==> src/rtl/core/pca_pkg.sv <==
// package: constants, codes and controller/datapath command and status types
package pca_pkg;

    localparam int SIDE      = 64;
    localparam int CELL_IDS  = 16;
    localparam int XB        = $clog2(SIDE);
    localparam int LAT_AW    = 2 * XB;
    localparam int LAT_DEPTH = SIDE * SIDE;
    localparam int ID_W      = 4;
    localparam int VOL_W     = 13;
    localparam int DH_W      = 26;
    localparam int ROM_AW    = 12;
    localparam int ROM_DEPTH = 1 << ROM_AW;
    localparam int INIT_N    = (LAT_DEPTH > ROM_DEPTH) ? LAT_DEPTH : ROM_DEPTH;
    localparam int INIT_AW   = $clog2(INIT_N);
    localparam int DIV_CW    = $clog2(ROM_AW);
    localparam int CFG_IW    = 8;
    localparam int CFG_DW    = 16;

    localparam logic [31:0] EXP_STEP = 32'd4278222805;
    localparam logic [VOL_W-1:0] VOL_RESET0 = VOL_W'(LAT_DEPTH);

    localparam logic REQ_LOAD = 1'b0;
    localparam logic REQ_COPY = 1'b1;

    localparam logic [CFG_IW-1:0] CFG_ADHESION    = 8'd0;
    localparam logic [CFG_IW-1:0] CFG_TARGET_VOL  = 8'd1;
    localparam logic [CFG_IW-1:0] CFG_VOL_WEIGHT  = 8'd2;
    localparam logic [CFG_IW-1:0] CFG_TEMPERATURE = 8'd3;

    typedef enum logic [2:0] {
        TAG_SITE,
        TAG_NB0,
        TAG_NB1,
        TAG_NB2,
        TAG_NB3
    } rd_tag_t;

    typedef struct packed {
        logic       req_type;
        logic [5:0] site_x;
        logic [5:0] site_y;
        logic [3:0] cell_id;
        logic [1:0] direction;
        logic [15:0] uniform_draw;
    } pca_req_t;

    typedef struct packed {
        logic    init_step;
        logic    latch;
        logic    rd_en;
        rd_tag_t rd_tag;
        logic    sel_nid;
        logic    vol_rd_old;
        logic    vol_rd_new;
        logic    mul;
        logic    sum;
        logic    acc_set;
        logic    div_start;
        logic    div_step;
        logic    rom_rd;
        logic    cmp;
        logic    commit;
    } pca_cmd_t;

    typedef struct packed {
        logic init_done;
        logic is_load;
        logic dh_le0;
        logic reject_fast;
        logic div_last;
        logic out_free;
    } pca_status_t;

endpackage

==> src/rtl/core/pca_ctrl.sv <==
// controller: sequences loads, copy attempts and the power-up clearing pass
module pca_ctrl (
    input  logic                 clk,
    input  logic                 rst_n,
    input  logic                 req_valid,
    output logic                 req_ready,
    input  pca_pkg::pca_status_t st,
    output pca_pkg::pca_cmd_t    cmd
);
    import pca_pkg::*;

    typedef enum logic [4:0] {
        S_INIT, S_IDLE, S_LD_RD,
        S_RD0, S_RD1, S_RD2, S_RD3, S_RD4,
        S_SEL, S_VO, S_VN, S_MUL, S_SUM, S_DEC,
        S_DIV, S_ROM, S_CMP, S_FIN
    } state_t;

    state_t state_reg, state_next;
    logic   accept;

    assign req_ready = (state_reg == S_IDLE);
    assign accept    = req_valid && req_ready;

    always_comb
    begin
        cmd        = '0;
        cmd.rd_tag = TAG_SITE;
        state_next = state_reg;
        unique case (state_reg)
            S_INIT:
            begin
                cmd.init_step = 1'b1;
                if (st.init_done)
                    state_next = S_IDLE;
            end
            S_IDLE:
            begin
                cmd.latch = accept;
                if (accept)
                    state_next = S_LD_RD;
            end
            S_LD_RD:
            begin
                cmd.rd_en  = 1'b1;
                cmd.rd_tag = TAG_SITE;
                state_next = st.is_load ? S_FIN : S_RD1;
            end
            S_RD0:
            begin
                cmd.rd_en  = 1'b1;
                cmd.rd_tag = TAG_NB0;
                state_next = S_RD2;
            end
            S_RD1:
            begin
                cmd.rd_en  = 1'b1;
                cmd.rd_tag = TAG_NB0;
                state_next = S_RD2;
            end
            S_RD2:
            begin
                cmd.rd_en  = 1'b1;
                cmd.rd_tag = TAG_NB1;
                state_next = S_RD3;
            end
            S_RD3:
            begin
                cmd.rd_en  = 1'b1;
                cmd.rd_tag = TAG_NB2;
                state_next = S_RD4;
            end
            S_RD4:
            begin
                cmd.rd_en  = 1'b1;
                cmd.rd_tag = TAG_NB3;
                state_next = S_SEL;
            end
            S_SEL:
            begin
                cmd.sel_nid = 1'b1;
                state_next  = S_VO;
            end
            S_VO:
            begin
                cmd.vol_rd_old = 1'b1;
                state_next     = S_VN;
            end
            S_VN:
            begin
                cmd.vol_rd_new = 1'b1;
                state_next     = S_MUL;
            end
            S_MUL:
            begin
                cmd.mul    = 1'b1;
                state_next = S_SUM;
            end
            S_SUM:
            begin
                cmd.sum    = 1'b1;
                state_next = S_DEC;
            end
            S_DEC:
            begin
                priority if (st.dh_le0)
                begin
                    cmd.acc_set = 1'b1;
                    state_next  = S_FIN;
                end
                else if (st.reject_fast)
                    state_next = S_FIN;
                else
                begin
                    cmd.div_start = 1'b1;
                    state_next    = S_DIV;
                end
            end
            S_DIV:
            begin
                cmd.div_step = 1'b1;
                if (st.div_last)
                    state_next = S_ROM;
            end
            S_ROM:
            begin
                cmd.rom_rd = 1'b1;
                state_next = S_CMP;
            end
            S_CMP:
            begin
                cmd.cmp    = 1'b1;
                state_next = S_FIN;
            end
            S_FIN:
            begin
                cmd.commit = st.out_free;
                if (st.out_free)
                    state_next = S_IDLE;
            end
            default: state_next = S_INIT;
        endcase
    end

    always_ff @(posedge clk or negedge rst_n)
    begin
        if (!rst_n)
            state_reg <= S_INIT;
        else
            state_reg <= state_next;
    end

endmodule

==> config.mk <==
export PLATFORM = sky130hd
export DESIGN_NAME = pca_ctrl
export DESIGN_NICKNAME = d
export VERILOG_FILES = /design/src/rtl/core/pca_pkg.sv /design/src/rtl/core/pca_ctrl.sv
export SDC_FILE = /design/constraint.sdc
export NUM_CORES = 1
export LEC_CHECK = 0
export ABC_AREA = 1
export BUFFER_PORTS_ARGS = -buffer_cell sky130_fd_sc_hd__clkbuf_2
export CORE_MARGIN = 8
export CORE_UTILIZATION = 30
export DETAILED_ROUTE_END_ITERATION = 16
export GPL_TIMING_DRIVEN = 0
export PLACE_DENSITY = 0.55
export SKIP_CTS_REPAIR_TIMING = 1
export SYNTH_ARGS = -nofsm -noshare
export SYNTH_HDL_FRONTEND = slang
export SYNTH_SLANG_ARGS = --single-unit
==> constraint.sdc <==
create_clock -name clk -period 2.2 [get_ports clk]
set_clock_uncertainty 0.05 [all_clocks]
set_input_delay 0.11 -clock clk [delete_from_list [all_inputs] [get_ports clk]]
set_output_delay 0.11 -clock clk [all_outputs]
set_load 0.1 [all_outputs]
==> results.toml, run 1 <==
[clock_tree]
cts_num_sinks = 5
cts_tree = "built"
clk_pin_slew_ns = 0.04
cts_max_path_buffers = 2
htreeDepth = 1
cts_root_buffer = "clkbuf_4"
cts-buffers-inserted = 3
clk_latency_ns = 0.24

[drt]
drc = 0
first_pass_iters = 4
ant_nets = 0
drt_iter0_drc = 16
wl_um = 1760
vias = 750
post_drt_wl_per_cell_um = 11.0
vias_per_cell = 4.69

[synth]
yosysSeqAreaShare_pct = 22.3
avgSynthCellArea_um2 = 5.40
syn_inst = 104
synth_warnings = 0
ys_types = 15
yosys_register_bits = 5
syn_area_um2 = 562
syn_nets = 113

[run_status]
outcome = "complete, no violations"

[grt]
grt_pass1_vias = 713
grt_max_degree = 11
overflow = 0
grt_pass1_wl_um = 3020
grtUsageTotal_pct = 10.8
antenna_found_initial = 0

[layout]
fill_cells = 204
fin_nets = 145
register_area_um2 = 125
syn_to_final_growth_pct = 40.3
multi_input_area_um2 = 378
largest_register_ffs = 5
antenna_cells = 0
final_cell_area_um2 = 788
drive_gt1_share_pct = 35.6

[worst_setup_path]
crit_path_end = "cmd[11]"
r2r-start = "state_reg[4]"
crit_fanout = 10
slowest_stage = "clkbuf_2"
cp.required_ns = 2.04
startpoint_type = "flop"
rr_endpoint = "state_reg[0]"
crit_chain = "inv_1 > buf_2 > nand3_1 > nand3_1 > clkbuf_2"
rrSetupSlack_ns = 0.65
cp_common_cell = "nand3_1"
startpoint = "state_reg[4]"
path_class = "flop to primary output"
cp_data_arrival_time_ns = 1.87
critPathMaxStageDelay_ns = 0.47
worst_setup_path_end_kind = "primary output"
reg2reg_depth = 8

[floorplan]
ios = 27
fp.dieW_um = 59.3
rows = 15
start_util_pct = 32.2
die_h_um = 59.3
core_area_um2 = 1750
die_area_um2 = 3510

[sta]
slew_viol_final = 0
worst_pin_slew_ns = 0.545
hold_ws_ns = 0.0879
setup_viol = 0
max_freq_mhz = 492
relSlewSlack_pct = 63.8
finalHoldViolations = 0
rsz0062_at_grt = "no"
period_needed_ns = 2.03
fin_crit_sh_pct = 92.3

[min_path]
hp-class = "input pin to flop"
worst_hold_path.num_cells = 4

[place]
portBuffers = 26
gp_congestion = 0.869
place_area_um2 = 749
hpwl_um = 1530

[job]
drv_cap = 0
-- worst min-delay path by stage --
stage | slack, ns | startpoint | end
2_1_floorplan | -0.24 | rst_n | state_reg[0]
3_3_place_gp | -0.12 | rst_n | state_reg[3]
3_5_place_dp | -0.12 | rst_n | state_reg[3]
4_1_cts | -0.38 | rst_n | state_reg[3]
5_1_grt | 0.11 | st[1] | state_reg[1]
6_report | 0.09 | st[1] | state_reg[1]
-- logic make-up after synthesis --
logic type / count (synthesis) / synth area share (%)
and+or+nand+nor: 71 / 56.8
buffers and inverters: 22 / 15.1
AOI/OAI and AO/OA: 6 / 5.79
DFF: 5 / 22.3
-- worst max-delay path: cells and delay by family, from the launching register on --
family	cells	cell delay [ns]
flops	1	0.45
buf+inv	3	0.89
simple gates	2	0.28
-- cells in the final DEF, fill, tap and decap left out, types with 3 or more instances in the layout --
cell type / synthesis / layout
inv_2: 4 / 4
inv_1: 16 / 16
nor2_2: 3 / 9
nand2_1: 24 / 24
clkbuf_2: 0 / 25
dfrtp_1: 5 / 5
a21oi_1: 3 / 3
clkbuf_4: 0 / 4
nor2_1: 22 / 16
nand3_1: 14 / 14
-- layout make-up --
cell class,instances,share of cell area (%)
Buffer,2,1.27
Clock buffer,4,3.33
Inverter,20,9.52
Multi-Input combinational cell,77,47.9
Sequential cell,5,15.9
Tap cell,25,3.97
Timing Repair Buffer,27,18.1
-- cells in the mapped netlist --
| cell | number | share of area (%) |
|---|---|---|
| nand2_1 | 24 | 16 |
| nor2_1 | 22 | 15 |
| inv_1 | 16 | 11 |
| nand3_1 | 14 | 12 |
| dfrtp_1 | 5 | 22 |
| inv_2 | 4 | 2.7 |
| a21oi_1 | 3 | 2.7 |
| nor2_2 | 3 | 3.3 |
| nor3_1 | 3 | 2.7 |
| buf_2 | 2 | 1.8 |
| nand3_2 | 2 | 3.6 |
| nand4_1 | 2 | 2.2 |
| o21ai_0 | 2 | 1.8 |
| nor3_2 | 1 | 1.8 |
| o211ai_1 | 1 | 1.3 |
-- layer usage --
metal / up-vias / share of wire [%] / GRT usage [%]
met5: - / 0 / 0
met4: 0 / 0 / 2.39
met3: 0 / 11 / 4.56
met2: 33 / 46 / 17.7
met1: 328 / 43 / 12.5
li1: 389 / - / -
-- through the flow --
step | setup TNS, ns | setup WS [ns] | util, % | instances
after floorplan | -0.199 | -0.106 | - | 104
after global placement | 0 | 0.377 | 42.9 | 155
after detailed placement | 0 | 0.376 | 42.9 | 155
after CTS | 0 | 0.111 | 44.4 | 159
after global routing | 0 | 0.00807 | 45.2 | 160
final | 0 | 0.169 | 45.2 | 160
Power of run 1 is not shown: default switching activity piles up to over one toggle a cycle in this logic, so the estimate is an artifact.
==> inputs of run 2 (changes only) <==
--- a/config.mk
+++ b/config.mk
@@ -12,6 +12,7 @@
 export DETAILED_ROUTE_END_ITERATION = 16
 export GPL_TIMING_DRIVEN = 0
 export PLACE_DENSITY = 0.55
+export RECOVER_POWER = 25
 export SKIP_CTS_REPAIR_TIMING = 1
 export SYNTH_ARGS = -nofsm -noshare
 export SYNTH_HDL_FRONTEND = slang
==> run 2 against run 1 <==
Fmax about the same. Highest routed layer unchanged. Core utilization decreased by 0.072 points. Non-clock buffer count unchanged.
==> results.toml, run 2 (same netlist as run 1, synthesis figures left out) <==
[drt]
drt_iter0_drc = 16
ant_nets = 0
wl_um = 1760
vias_per_cell = 4.73
drc = 0
vias = 756
first_pass_iters = 4
post_drt_wl_per_cell_um = 11.0

[clock_tree]
htreeDepth = 1
cts_max_path_buffers = 2
clk_latency_ns = 0.24
cts_tree = "built"
clk_pin_slew_ns = 0.04
cts_root_buffer = "clkbuf_4"
cts-buffers-inserted = 3
cts_num_sinks = 5

[grt]
use_met1_pct = 12.5
grt_pass1_wl_um = 3020
grt_pass1_vias = 713
antenna_found_initial = 0
grt.busiest_layer = "met2"
met3_usage_pct = 4.56
grtUsageTotal_pct = 10.8
grt_max_degree = 11
overflow = 0
grtUsageMet2_pct = 17.7

[layout]
fill_cells = 205
fin_nets = 145
drive_gt1_share_pct = 34.8
finalNonFillerCells = 160
final_util_pct = 45.1
syn_to_final_growth_pct = 40.1
antenna_cells = 0
largest_register_ffs = 5
final_cell_mix = "nand2_1, clkbuf_2, inv_1, nor2_1, nand3_1"

[sta]
worst_pin_slew_ns = 0.545
max_freq_mhz = 492
rsz0062_at_grt = "no"
period_needed_ns = 2.03
setup_viol = 0
fin_crit_sh_pct = 92.3
fin_setup_tns_ns = 0
slew_viol_final = 0
finalHoldViolations = 0
hold_ws_ns = 0.0879
relSlewSlack_pct = 63.8

[floorplan]
die_area_um2 = 3510
core_area_um2 = 1750
fp.dieW_um = 59.3
die_h_um = 59.3
rows = 15
ios = 27
start_util_pct = 32.2

[worst_setup_path]
slowest_stage = "clkbuf_2"
path_class = "flop to primary output"
crit_fanout = 10
critPathMaxStageDelay_ns = 0.47
worst_setup_path_end_kind = "primary output"
crit_buf_inv = 3
cp_common_cell = "nand3_1"
startpoint_type = "flop"
crit_family = "buffers and inverters"
cp.required_ns = 2.04
cp_data_arrival_time_ns = 1.87
crit_chain = "inv_1 > buf_2 > nand3_1 > nand3_1 > clkbuf_2"

[min_path]
hp-class = "input pin to flop"

[place]
portBuffers = 26
hpwl_um = 1530
dp_cells = 155
gp_congestion = 0.869

[job]
drv_cap = 0

[run_status]
outcome = "complete, no violations"
[run 2: cell counts in the layout (fill, tap and decap cells not counted)]
No cell type changed its count.
[run 2: final timing paths]
kind	startpoint	to	slack, ns	cells after the start
max	state_reg[4]	cmd[11]	0.17	5
min	st[1]	state_reg[1]	0.09	4
max reg2reg	state_reg[4]	state_reg[0]	0.65	8
min reg2reg	state_reg[1]	state_reg[3]	0.65	2
max in group asynchronous	rst_n	state_reg[0]	1.71	2
min in group asynchronous	rst_n	state_reg[3]	0.19	2
[run 2: layout make-up]
cell class	count	area, um^2	share of cell area, %
plain buffers	2	10.0	1.27
clock buffers	4	26.3	3.34
inverters	20	75.1	9.54
multi-input cells	77	378	48.0
flip-flops and latches	5	125	15.9
well taps	25	31.3	3.97
repair buffers	27	141	18.0
[run 2: metal layers]
| metal | up-vias | part of all wire [%] | wire, um |
|---|---|---|---|
| met2 | 37 | 47 | 822 |
| li1 | 389 | - | - |
| met1 | 330 | 42 | 746 |
| met5 | - | 0 | 0 |
| met4 | 0 | 0 | 0 |
| met3 | 0 | 11 | 193 |
[run 2: metrics by stage]
stage / setup WS [ns] / cell area, um^2
2_1_floorplan: -0.106 / 588
3_3_place_gp: 0.377 / 749
3_5_place_dp: 0.376 / 749
4_1_cts: 0.111 / 776
5_1_grt: 0.00807 / 787
6_report: 0.169 / 787
[run 2: worst register-to-register path: stages (launching register included)]
cell	delay, ns
dfrtp_1	0.45
inv_1	0.17
buf_2	0.26
nand3_2	0.17
nor2_1	0.16
nor2_1	0.07
nand2_1	0.07
nand2_1	0.04
nand2_1	0.05
Power of run 2 is left out for the same reason.
